`config.mk`:
```
export PLATFORM = sky130hd
export DESIGN_NAME = utf8_unknown_char_tagger_unit
export DESIGN_NICKNAME = d
export VERILOG_FILES = /design/src/rtl/core/utf8t_pkg.sv /design/src/rtl/core/utf8t_front.sv /design/src/rtl/core/utf8t_queue.sv /design/src/rtl/core/utf8t_back.sv /design/src/rtl/core/utf8_unknown_char_tagger_unit.sv
export SDC_FILE = /design/constraint.sdc
export NUM_CORES = 1
export LEC_CHECK = 0
export ABC_AREA = 1
export ABC_CLOCK_PERIOD_IN_PS = 4300
export BUFFER_PORTS_ARGS = -buffer_cell sky130_fd_sc_hd__buf_2
export CORE_ASPECT_RATIO = 0.9
export CORE_MARGIN = 8
export CORE_UTILIZATION = 45
export CTS_BUF_LIST = sky130_fd_sc_hd__clkbuf_16
export DETAILED_ROUTE_END_ITERATION = 6
export RECOVER_POWER = 100
export SLEW_MARGIN = 10
export SYNTH_ARGS = -nofsm -noshare
export SYNTH_HDL_FRONTEND = slang
export SYNTH_SLANG_ARGS = --single-unit
```
`constraint.sdc`:
```
create_clock -name i_clk -period 4.3 [get_ports i_clk]
set_input_delay 0.86 -clock i_clk [delete_from_list [all_inputs] [get_ports i_clk]]
set_output_delay 0.86 -clock i_clk [all_outputs]
set_load 0.01 [all_outputs]
```
`src/rtl/core/utf8t_pkg.sv`:
```
package utf8t_pkg;

    // character queue between the front and back parts
    localparam int unsigned QUEUE_DEPTH = 2;
    localparam int unsigned QUEUE_PTR_W = (QUEUE_DEPTH > 1) ? $clog2(QUEUE_DEPTH) : 1;
    localparam int unsigned QUEUE_CNT_W = $clog2(QUEUE_DEPTH + 1);

    // wrapper tag lengths: "<oov>" and "</oov>"
    localparam logic [3:0] OPEN_TAG_LEN  = 4'd5;
    localparam logic [3:0] CLOSE_TAG_LEN = 4'd6;
    localparam logic [3:0] TAG_TOTAL_LEN = OPEN_TAG_LEN + CLOSE_TAG_LEN;

    localparam logic [7:0] CH_LT    = 8'h3C;
    localparam logic [7:0] CH_GT    = 8'h3E;
    localparam logic [7:0] CH_SLASH = 8'h2F;
    localparam logic [7:0] CH_O     = 8'h6F;
    localparam logic [7:0] CH_V     = 8'h76;

    localparam logic [20:0] ASCII_LO    = 21'h00020;
    localparam logic [20:0] ASCII_HI    = 21'h0007E;
    localparam logic [20:0] CJK_LO      = 21'h04E00;
    localparam logic [20:0] CJK_HI      = 21'h09FFF;
    localparam logic [20:0] CJK_EXT_LO  = 21'h03400;
    localparam logic [20:0] CJK_EXT_HI  = 21'h04DBF;
    localparam logic [20:0] CJK_COMP_LO = 21'h0F900;
    localparam logic [20:0] CJK_COMP_HI = 21'h0FAFF;
    localparam logic [20:0] CJK_PUNC_LO = 21'h03000;
    localparam logic [20:0] CJK_PUNC_HI = 21'h0303F;
    localparam logic [20:0] GEN_PUNC_LO = 21'h02000;
    localparam logic [20:0] GEN_PUNC_HI = 21'h0206F;
    localparam logic [20:0] FULLW_LO    = 21'h0FF00;
    localparam logic [20:0] FULLW_HI    = 21'h0FFEF;

    typedef struct packed {
        logic [3:0][7:0] data;
        logic [2:0]      len;
        logic            known;
    } t_char_rec;

    typedef struct packed {
        logic full;
        logic empty;
    } t_queue_status;

    typedef struct packed {
        logic [1:0] held;
        logic [2:0] len;
    } t_front_status;

    function automatic logic [2:0] lead_length(input logic [7:0] b);
        if (b[7:3] == 5'b11110) begin
            return 3'd4;
        end else if (b[7:4] == 4'b1110) begin
            return 3'd3;
        end else if (b[7:5] == 3'b110) begin
            return 3'd2;
        end
        return 3'd1;
    endfunction

    function automatic logic [20:0] decode(input logic [3:0][7:0] c, input logic [2:0] len);
        logic [20:0] cp;
        case (len)
            3'd2: cp = {10'd0, c[0][4:0], c[1][5:0]};
            3'd3: cp = {5'd0, c[0][3:0], c[1][5:0], c[2][5:0]};
            3'd4: cp = {c[0][2:0], c[1][5:0], c[2][5:0], c[3][5:0]};
            default: cp = {13'd0, c[0]};
        endcase
        return cp;
    endfunction

    function automatic logic known_point(input logic [20:0] cp);
        return (cp >= ASCII_LO    && cp <= ASCII_HI)    ||
               (cp >= CJK_LO      && cp <= CJK_HI)      ||
               (cp >= CJK_EXT_LO  && cp <= CJK_EXT_HI)  ||
               (cp >= CJK_COMP_LO && cp <= CJK_COMP_HI) ||
               (cp >= CJK_PUNC_LO && cp <= CJK_PUNC_HI) ||
               (cp >= GEN_PUNC_LO && cp <= GEN_PUNC_HI) ||
               (cp >= FULLW_LO    && cp <= FULLW_HI);
    endfunction

    function automatic logic [7:0] open_tag_byte(input logic [3:0] idx);
        logic [7:0] ch;
        case (idx)
            4'd0: ch = CH_LT;
            4'd1: ch = CH_O;
            4'd2: ch = CH_O;
            4'd3: ch = CH_V;
            default: ch = CH_GT;
        endcase
        return ch;
    endfunction

    function automatic logic [7:0] close_tag_byte(input logic [3:0] idx);
        logic [7:0] ch;
        case (idx)
            4'd0: ch = CH_LT;
            4'd1: ch = CH_SLASH;
            4'd2: ch = CH_O;
            4'd3: ch = CH_O;
            4'd4: ch = CH_V;
            default: ch = CH_GT;
        endcase
        return ch;
    endfunction

endpackage

```
`src/rtl/core/utf8t_front.sv`:
```
module utf8t_front (
    input  logic                     i_clk,
    input  logic                     i_rst_n,
    input  logic                     i_valid,
    output logic                     o_stall,
    input  logic [7:0]               i_in_byte,
    input  utf8t_pkg::t_queue_status i_queue,
    output logic                     o_push,
    output utf8t_pkg::t_char_rec     o_rec,
    output utf8t_pkg::t_front_status o_status
);

    logic [1:0]      r_held, n_held;
    logic [2:0]      r_len, n_len;
    logic [7:0]      r_pend [3];
    logic            accept;
    logic            done;
    logic [2:0]      lead;
    logic [2:0]      eff_len;
    logic [3:0][7:0] chars;

    assign o_stall = i_queue.full;
    assign accept  = i_valid && !i_queue.full;
    assign lead    = utf8t_pkg::lead_length(i_in_byte);
    assign eff_len = (r_held == 2'd0) ? lead : r_len;

    // the incoming byte lands at the slot given by the held count
    assign chars[0] = (r_held == 2'd0) ? i_in_byte : r_pend[0];
    assign chars[1] = (r_held == 2'd1) ? i_in_byte : r_pend[1];
    assign chars[2] = (r_held == 2'd2) ? i_in_byte : r_pend[2];
    assign chars[3] = i_in_byte;

    assign done = (r_held == 2'd0) ? (lead == 3'd1) : (({1'b0, r_held} + 3'd1) == r_len);

    assign o_push      = accept && done;
    assign o_rec.data  = chars;
    assign o_rec.len   = eff_len;
    assign o_rec.known = utf8t_pkg::known_point(utf8t_pkg::decode(chars, eff_len));

    assign o_status.held = r_held;
    assign o_status.len  = r_len;

    always_comb begin
        n_held = r_held;
        n_len  = r_len;
        if (accept) begin
            if (done) begin
                n_held = 2'd0;
                n_len  = 3'd0;
            end else if (r_held == 2'd0) begin
                n_held = 2'd1;
                n_len  = lead;
            end else begin
                n_held = r_held + 2'd1;
            end
        end
    end

    always_ff @(posedge i_clk) begin
        if (!i_rst_n) begin
            r_held <= 2'd0;
            r_len  <= 3'd0;
        end else begin
            r_held <= n_held;
            r_len  <= n_len;
        end
    end

    always_ff @(posedge i_clk) begin
        if (accept && !done) begin
            r_pend[r_held] <= i_in_byte;
        end
    end

endmodule

```
`src/rtl/core/utf8t_queue.sv`:
```
module utf8t_queue (
    input  logic                     i_clk,
    input  logic                     i_rst_n,
    input  logic                     i_push,
    input  utf8t_pkg::t_char_rec     i_rec,
    input  logic                     i_pop,
    output utf8t_pkg::t_char_rec     o_head,
    output utf8t_pkg::t_queue_status o_status
);

    localparam int unsigned PTR_W = utf8t_pkg::QUEUE_PTR_W;
    localparam int unsigned CNT_W = utf8t_pkg::QUEUE_CNT_W;

    utf8t_pkg::t_char_rec r_mem [utf8t_pkg::QUEUE_DEPTH];
    logic [PTR_W-1:0]     r_wr, n_wr;
    logic [PTR_W-1:0]     r_rd, n_rd;
    logic [CNT_W-1:0]     r_count, n_count;

    assign o_head         = r_mem[r_rd];
    assign o_status.full  = (r_count == CNT_W'(utf8t_pkg::QUEUE_DEPTH));
    assign o_status.empty = (r_count == '0);

    always_comb begin
        n_wr    = r_wr;
        n_rd    = r_rd;
        n_count = r_count;
        if (i_push) begin
            n_wr = (r_wr == PTR_W'(utf8t_pkg::QUEUE_DEPTH - 1)) ? '0 : r_wr + PTR_W'(1);
        end
        if (i_pop) begin
            n_rd = (r_rd == PTR_W'(utf8t_pkg::QUEUE_DEPTH - 1)) ? '0 : r_rd + PTR_W'(1);
        end
        case ({i_push, i_pop})
            2'b10:   n_count = r_count + CNT_W'(1);
            2'b01:   n_count = r_count - CNT_W'(1);
            default: n_count = r_count;
        endcase
    end

    always_ff @(posedge i_clk) begin
        if (!i_rst_n) begin
            r_wr    <= '0;
            r_rd    <= '0;
            r_count <= '0;
        end else begin
            r_wr    <= n_wr;
            r_rd    <= n_rd;
            r_count <= n_count;
        end
    end

    always_ff @(posedge i_clk) begin
        if (i_push) begin
            r_mem[r_wr] <= i_rec;
        end
    end

endmodule

```
`src/rtl/core/utf8t_back.sv`:
```
module utf8t_back (
    input  logic                     i_clk,
    input  logic                     i_rst_n,
    input  utf8t_pkg::t_char_rec     i_head,
    input  utf8t_pkg::t_queue_status i_queue,
    output logic                     o_pop,
    output logic                     o_valid,
    input  logic                     i_stall,
    output logic [7:0]               o_out_byte,
    output logic                     o_run_last
);

    logic [3:0] r_pos, n_pos;
    logic       r_valid, n_valid;
    logic [7:0] r_byte;
    logic       r_last;
    logic       load;
    logic       last;
    logic [3:0] total;
    logic [3:0] body_off;
    logic [3:0] close_off;
    logic [7:0] sel_byte;

    assign total = i_head.known ? {1'b0, i_head.len}
                                : {1'b0, i_head.len} + utf8t_pkg::TAG_TOTAL_LEN;
    assign last  = (r_pos == total - 4'd1);
    assign load  = !i_queue.empty && (!r_valid || !i_stall);
    assign o_pop = load && last;

    assign body_off  = r_pos - utf8t_pkg::OPEN_TAG_LEN;
    assign close_off = body_off - {1'b0, i_head.len};

    always_comb begin
        if (i_head.known) begin
            sel_byte = i_head.data[r_pos[1:0]];
        end else if (r_pos < utf8t_pkg::OPEN_TAG_LEN) begin
            sel_byte = utf8t_pkg::open_tag_byte(r_pos);
        end else if (body_off < {1'b0, i_head.len}) begin
            sel_byte = i_head.data[body_off[1:0]];
        end else begin
            sel_byte = utf8t_pkg::close_tag_byte(close_off);
        end
    end

    always_comb begin
        n_pos   = r_pos;
        n_valid = r_valid;
        if (load) begin
            n_valid = 1'b1;
            n_pos   = last ? 4'd0 : r_pos + 4'd1;
        end else if (!i_stall) begin
            n_valid = 1'b0;
        end
    end

    always_ff @(posedge i_clk) begin
        if (!i_rst_n) begin
            r_pos   <= 4'd0;
            r_valid <= 1'b0;
        end else begin
            r_pos   <= n_pos;
            r_valid <= n_valid;
        end
    end

    always_ff @(posedge i_clk) begin
        if (load) begin
            r_byte <= sel_byte;
            r_last <= last;
        end
    end

    assign o_valid    = r_valid;
    assign o_out_byte = r_byte;
    assign o_run_last = r_last;

endmodule

```
`src/rtl/core/utf8_unknown_char_tagger_unit.sv`:
```
// utf8 unknown-character tagger
// input channel: one raw utf-8 byte per request on i_in_byte, taken at a clock edge
// with i_valid high and o_stall low. output channel: one byte per request on
// o_out_byte, taken at an edge with o_valid high and i_stall low; o_run_last marks
// the final output byte belonging to one character.
// a character whose code point lies in a known range is passed on unchanged; any
// other character is sent as <oov>, its raw bytes, then </oov>.
// a character enters the queue with its final input byte and leaves it byte by byte
// through the output register; bytes that do not complete a character give no output.
// throughput: one input byte per cycle while o_stall is low, one output byte per cycle
// while i_stall is low. a known character of n bytes gives n output bytes, an unknown
// one n + 11; the output byte rate sets the pace, and a two-entry character queue
// between the decoder and output serialiser absorbs short bursts before o_stall rises.
// while i_stall is high the output register holds its byte, the serialiser waits,
// and once the queue fills o_stall is raised towards the sender.
// reset (i_rst_n low, synchronous) empties the queue, drops any part-collected
// character and clears o_valid; the block takes input once reset is released.
module utf8_unknown_char_tagger_unit (
    input  logic       i_clk,
    input  logic       i_rst_n,
    input  logic       i_valid,
    output logic       o_stall,
    input  logic [7:0] i_in_byte,
    output logic       o_valid,
    input  logic       i_stall,
    output logic [7:0] o_out_byte,
    output logic       o_run_last
);

    utf8t_pkg::t_char_rec     push_rec;
    utf8t_pkg::t_char_rec     head_rec;
    utf8t_pkg::t_queue_status queue_status;
    utf8t_pkg::t_front_status front_status;
    logic                     push;
    logic                     pop;

    utf8t_front u_front (
        .i_clk     (i_clk),
        .i_rst_n   (i_rst_n),
        .i_valid   (i_valid),
        .o_stall   (o_stall),
        .i_in_byte (i_in_byte),
        .i_queue   (queue_status),
        .o_push    (push),
        .o_rec     (push_rec),
        .o_status  (front_status)
    );

    utf8t_queue u_queue (
        .i_clk    (i_clk),
        .i_rst_n  (i_rst_n),
        .i_push   (push),
        .i_rec    (push_rec),
        .i_pop    (pop),
        .o_head   (head_rec),
        .o_status (queue_status)
    );

    utf8t_back u_back (
        .i_clk      (i_clk),
        .i_rst_n    (i_rst_n),
        .i_head     (head_rec),
        .i_queue    (queue_status),
        .o_pop      (pop),
        .o_valid    (o_valid),
        .i_stall    (i_stall),
        .o_out_byte (o_out_byte),
        .o_run_last (o_run_last)
    );

    // queue never written when full
    a_no_overflow: assert property (@(posedge i_clk) disable iff (!i_rst_n)
        push |-> !queue_status.full)
        else $error("character queue written while full");

    // queue never read when empty
    a_no_underflow: assert property (@(posedge i_clk) disable iff (!i_rst_n)
        pop |-> !queue_status.empty)
        else $error("character queue popped while empty");

    // a part-collected character always has fewer bytes than its length
    a_held_below_len: assert property (@(posedge i_clk) disable iff (!i_rst_n)
        (front_status.held != 2'd0) |->
            (({1'b0, front_status.held} < front_status.len) && (front_status.len >= 3'd2)))
        else $error("collected byte count out of step with character length");

    // a character's output run is not broken by a gap
    a_run_contiguous: assert property (@(posedge i_clk) disable iff (!i_rst_n)
        (o_valid && !i_stall && !o_run_last) |=> o_valid)
        else $error("gap inside a character's output run");

endmodule

```
==> results.toml <==
[outcome]
outcome = "complete, no violations"

[die]
die_area_um2 = 19200
die_h_um = 132
core.rowCount = 42
die_w_um = 145
core_um2 = 14700
start_util = 0.459
io_pins = 23

[clock_tree]
clkSinkCount = 120
post-cts-setup-buffers = 0
cts_resized = 0
postCtsHoldBufs = 0
cts_buffers = 17
clk_latency_ns = 0.42
clockBufferDepth = 2
htreeDepth = 4
clkTransAtPathRegs_ns = 0.05
cts_tree = "done"
cts-root-buf = "clkbuf_16"

[route]
num_vias = 5435
ant_nets = 0
dr.pass1.iters = 5
route.detailed.drc = 0
route.detailed.wl_per_inst_um = 17.4
drt_iter0_markers = 451
drt-total-wl_um = 17700
via_per_inst = 5.34

[worst_hold_path]
worstHoldStart = "u_queue.r_count[1]$_SDFFE_PN0P_"
hold_end = "u_queue.r_count[1]$_SDFFE_PN0P_"
hp-class = "reg2reg"
hold_path_depth = 1

[yosys]
synth_ff_type = "edfxtp_1"
async_flop_share = 0
avgSynthCellArea_um2 = 8.65
netlist_instances = 780
syn_nets = 808
synth-edff-count = 105
ys_warn_count = 0
postSynthRegisterBits = 120
netlist_area_um2 = 6750
synth_cell_type_count = 52
synth_seq_area_share = 0.512

[worst_setup_path]
path_cells = "buf_4 > nand2_1 > nand2_1 > inv_1 > xor2_1 > ha_1 > xnor2_1 > nor4_1 > nand2_1 > inv_1 > ha_1 > inv_1 > nand2_1 > nor2_1 > o21ai_0 > a21oi_1"
cp_top_family = "simple AND/OR/NAND/NOR gates"
slowest_delay_ns = 0.50
path_buf_inv = 4
cp-start-kind = "flop"
end_kind = "flop"
crit_type = "reg2reg"
cp_max_fo = 14
worstPathArrival_ns = 3.95
reg2reg_slack_ns = 0.70
r2r_end = "u_queue.r_count[1]$_SDFFE_PN0P_"
slowest_stage = "nor4_1"
reg2reg_depth = 16
critPathMostFrequentCell = "nand2_1"
crit_required_ns = 4.65

[timing]
drv_slew = 0
final_hold_viol_count = 0
slew_headroom = 0.365
worstMarginPinSlew_ns = 0.952
worst_slack_ns = 0.701
rsz0062_at_grt = "no"
fin_crit_sh = 0.837
fin_tns_setup_ns = 0
whs_ns = 0.477
setup-violations-final = 0
clock_skew_ns = 0.0139
fin_crit_ns = 3.60
fmax_mhz = 278

[finish]
layout.nets = 836
fillers = 1384
areaGrowthSynthToFinish_pct = 11.9
diodes = 0
layoutNonFillerInstCount = 1018
drive_gt1_frac = 0.0927

[power]
switchingPower_uw = 1490
ir_worst_vdd_mv = 0.298
p_leak_uw = 0.00306
switching_share = 0.360
pwr-share-clk = 0.309
p_per_area_nw_per_um2 = 547
power_uw = 4130
p_seq_frac = 0.361
pwr-share-comb = 0.330
p_int_uw = 2640

[global_routing]
grt_max_degree = 37
first_global_vias = 5157
antenna_found_initial = 0
grt_overflow = 0
grt_pass1_wl_um = 28100
grt_usage = 0.186

[placement]
portBuffers = 22
place_worst_setup_slack_ns = 0.722
dp.cells = 987
hpwl_um = 13200
globalplace.congestion = 0.924

[job]
max_cap_violations = 0
## power groups by stage
stage | registers (uW) | clock network (uW) | logic (uW)
finish | 1490 | 1280 | 1360
global route | 1500 | 1340 | 1530
CTS | 1490 | 1290 | 1410
detailed placement | 1510 | 0 | 1400
global placement | 1510 | 0 | 1370
floorplan | 1520 | 0 | 1010
## worst max path at each step
stage                                   startpoint                         endpoint  slack, ns  depth (start not counted)
floorplan                             i_in_byte[6]    u_queue.r_mem[0][0]$_DFFE_PP_       0.71                          9
global placement                      i_in_byte[7]    u_queue.r_mem[0][0]$_DFFE_PP_       0.81                         20
detailed placement                    i_in_byte[7]    u_queue.r_mem[0][0]$_DFFE_PP_       0.72                         20
CTS                   u_back.r_pos[1]$_SDFFE_PN0P_   u_back.o_out_byte[3]$_DFFE_PP_       0.82                         13
global route        u_front.r_held[0]$_SDFFE_PN0P_    u_queue.r_mem[0][0]$_DFFE_PP_       0.31                         22
finish                                        flop  u_queue.r_count[1]$_SDFFE_PN0P_       0.70                         16
## registers in the layout (all words and copies together) (netlist names), named ones only
register / cells
u_back.o_out_byte: 8
u_back.o_run_last: 1
u_back.o_valid: 1
u_back.r_pos: 4
u_front.r_held: 2
u_front.r_len: 3
u_front.r_pend: 24
u_queue.r_count: 2
u_queue.r_mem: 72
u_queue.r_rd: 1
u_queue.r_wr: 1
## cell usage after synthesis (all sizes together) (2+ instances only)
cell type | instances | area share
xor2 | 10 | 0.013
nand2 | 235 | 0.14
a31oi | 2 | 0.0019
o22ai | 5 | 0.0046
nand3b | 3 | 0.0039
dfxtp | 15 | 0.044
nor3 | 10 | 0.0074
o31ai | 2 | 0.0022
a221oi | 3 | 0.0039
inv | 73 | 0.041
o21ai | 48 | 0.038
nor2 | 76 | 0.049
ha | 15 | 0.028
a21oi | 33 | 0.024
a2111oi | 2 | 0.0026
xnor2 | 4 | 0.0052
o211ai | 6 | 0.0067
nand4 | 8 | 0.0074
buf | 10 | 0.0096
clkbuf | 14 | 0.0078
a32oi | 2 | 0.0026
mux2i | 12 | 0.018
or2 | 8 | 0.0074
nand3 | 62 | 0.047
clkinv | 3 | 0.0017
nor4 | 5 | 0.0069
edfxtp | 105 | 0.47
## layout make-up
| cell class | count | area, um^2 | area share |
|---|---|---|---|
| Multi-Input combinational cell | 560 | 2880 | 0.381 |
| Clock buffer | 17 | 425 | 0.0563 |
| Sequential cell | 120 | 3450 | 0.457 |
| Clock inverter | 14 | 111 | 0.0147 |
| Tap cell | 198 | 248 | 0.0328 |
| Inverter | 76 | 288 | 0.0381 |
| Timing Repair Buffer | 33 | 151 | 0.0200 |
## cell usage in the layout, fill, tap and decap left out, types with 10 or more instances in the layout
master,Yosys,layout
clkbuf_1,14,23
nor3_1,10,10
dfxtp_1,15,15
nor2_1,64,63
edfxtp_1,105,105
xor2_1,10,10
mux2i_1,12,12
inv_1,63,68
nand2_1,226,228
a21oi_1,33,33
ha_1,15,15
clkbuf_16,0,17
nand3_1,60,60
o21ai_0,40,42
## metal layers
metal | global-route usage | wire length (um)
met2 | 0.283 | 7920
met4 | 0.0589 | 230
met1 | 0.259 | 8670
met5 | 0 | 0
met3 | 0.0381 | 879
## kinds of logic (layout without fill, tap and decap cells)
| group | count (synthesis) | count (layout) | synth area share |
|---|---|---|---|
| xor gates and xnor gates | 14 | 14 | 0.0182 |
| AOI/OAI and AO/OA | 109 | 109 | 0.0946 |
| DFF | 120 | 120 | 0.512 |
| muxes | 12 | 12 | 0.0178 |
| adders and majority gates | 16 | 16 | 0.0308 |
| and+or+nand+nor | 409 | 409 | 0.267 |
| buffers and inverters | 100 | 140 | 0.0601 |
## metrics by stage
stage,util,area [um^2]
2_1_floorplan,-,6750
3_3_place_gp,0.482,7090
3_5_place_dp,0.482,7090
4_1_cts,0.518,7620
5_1_grt,0.513,7550
6_report,0.513,7550
(Power assumes the default switching activity.)
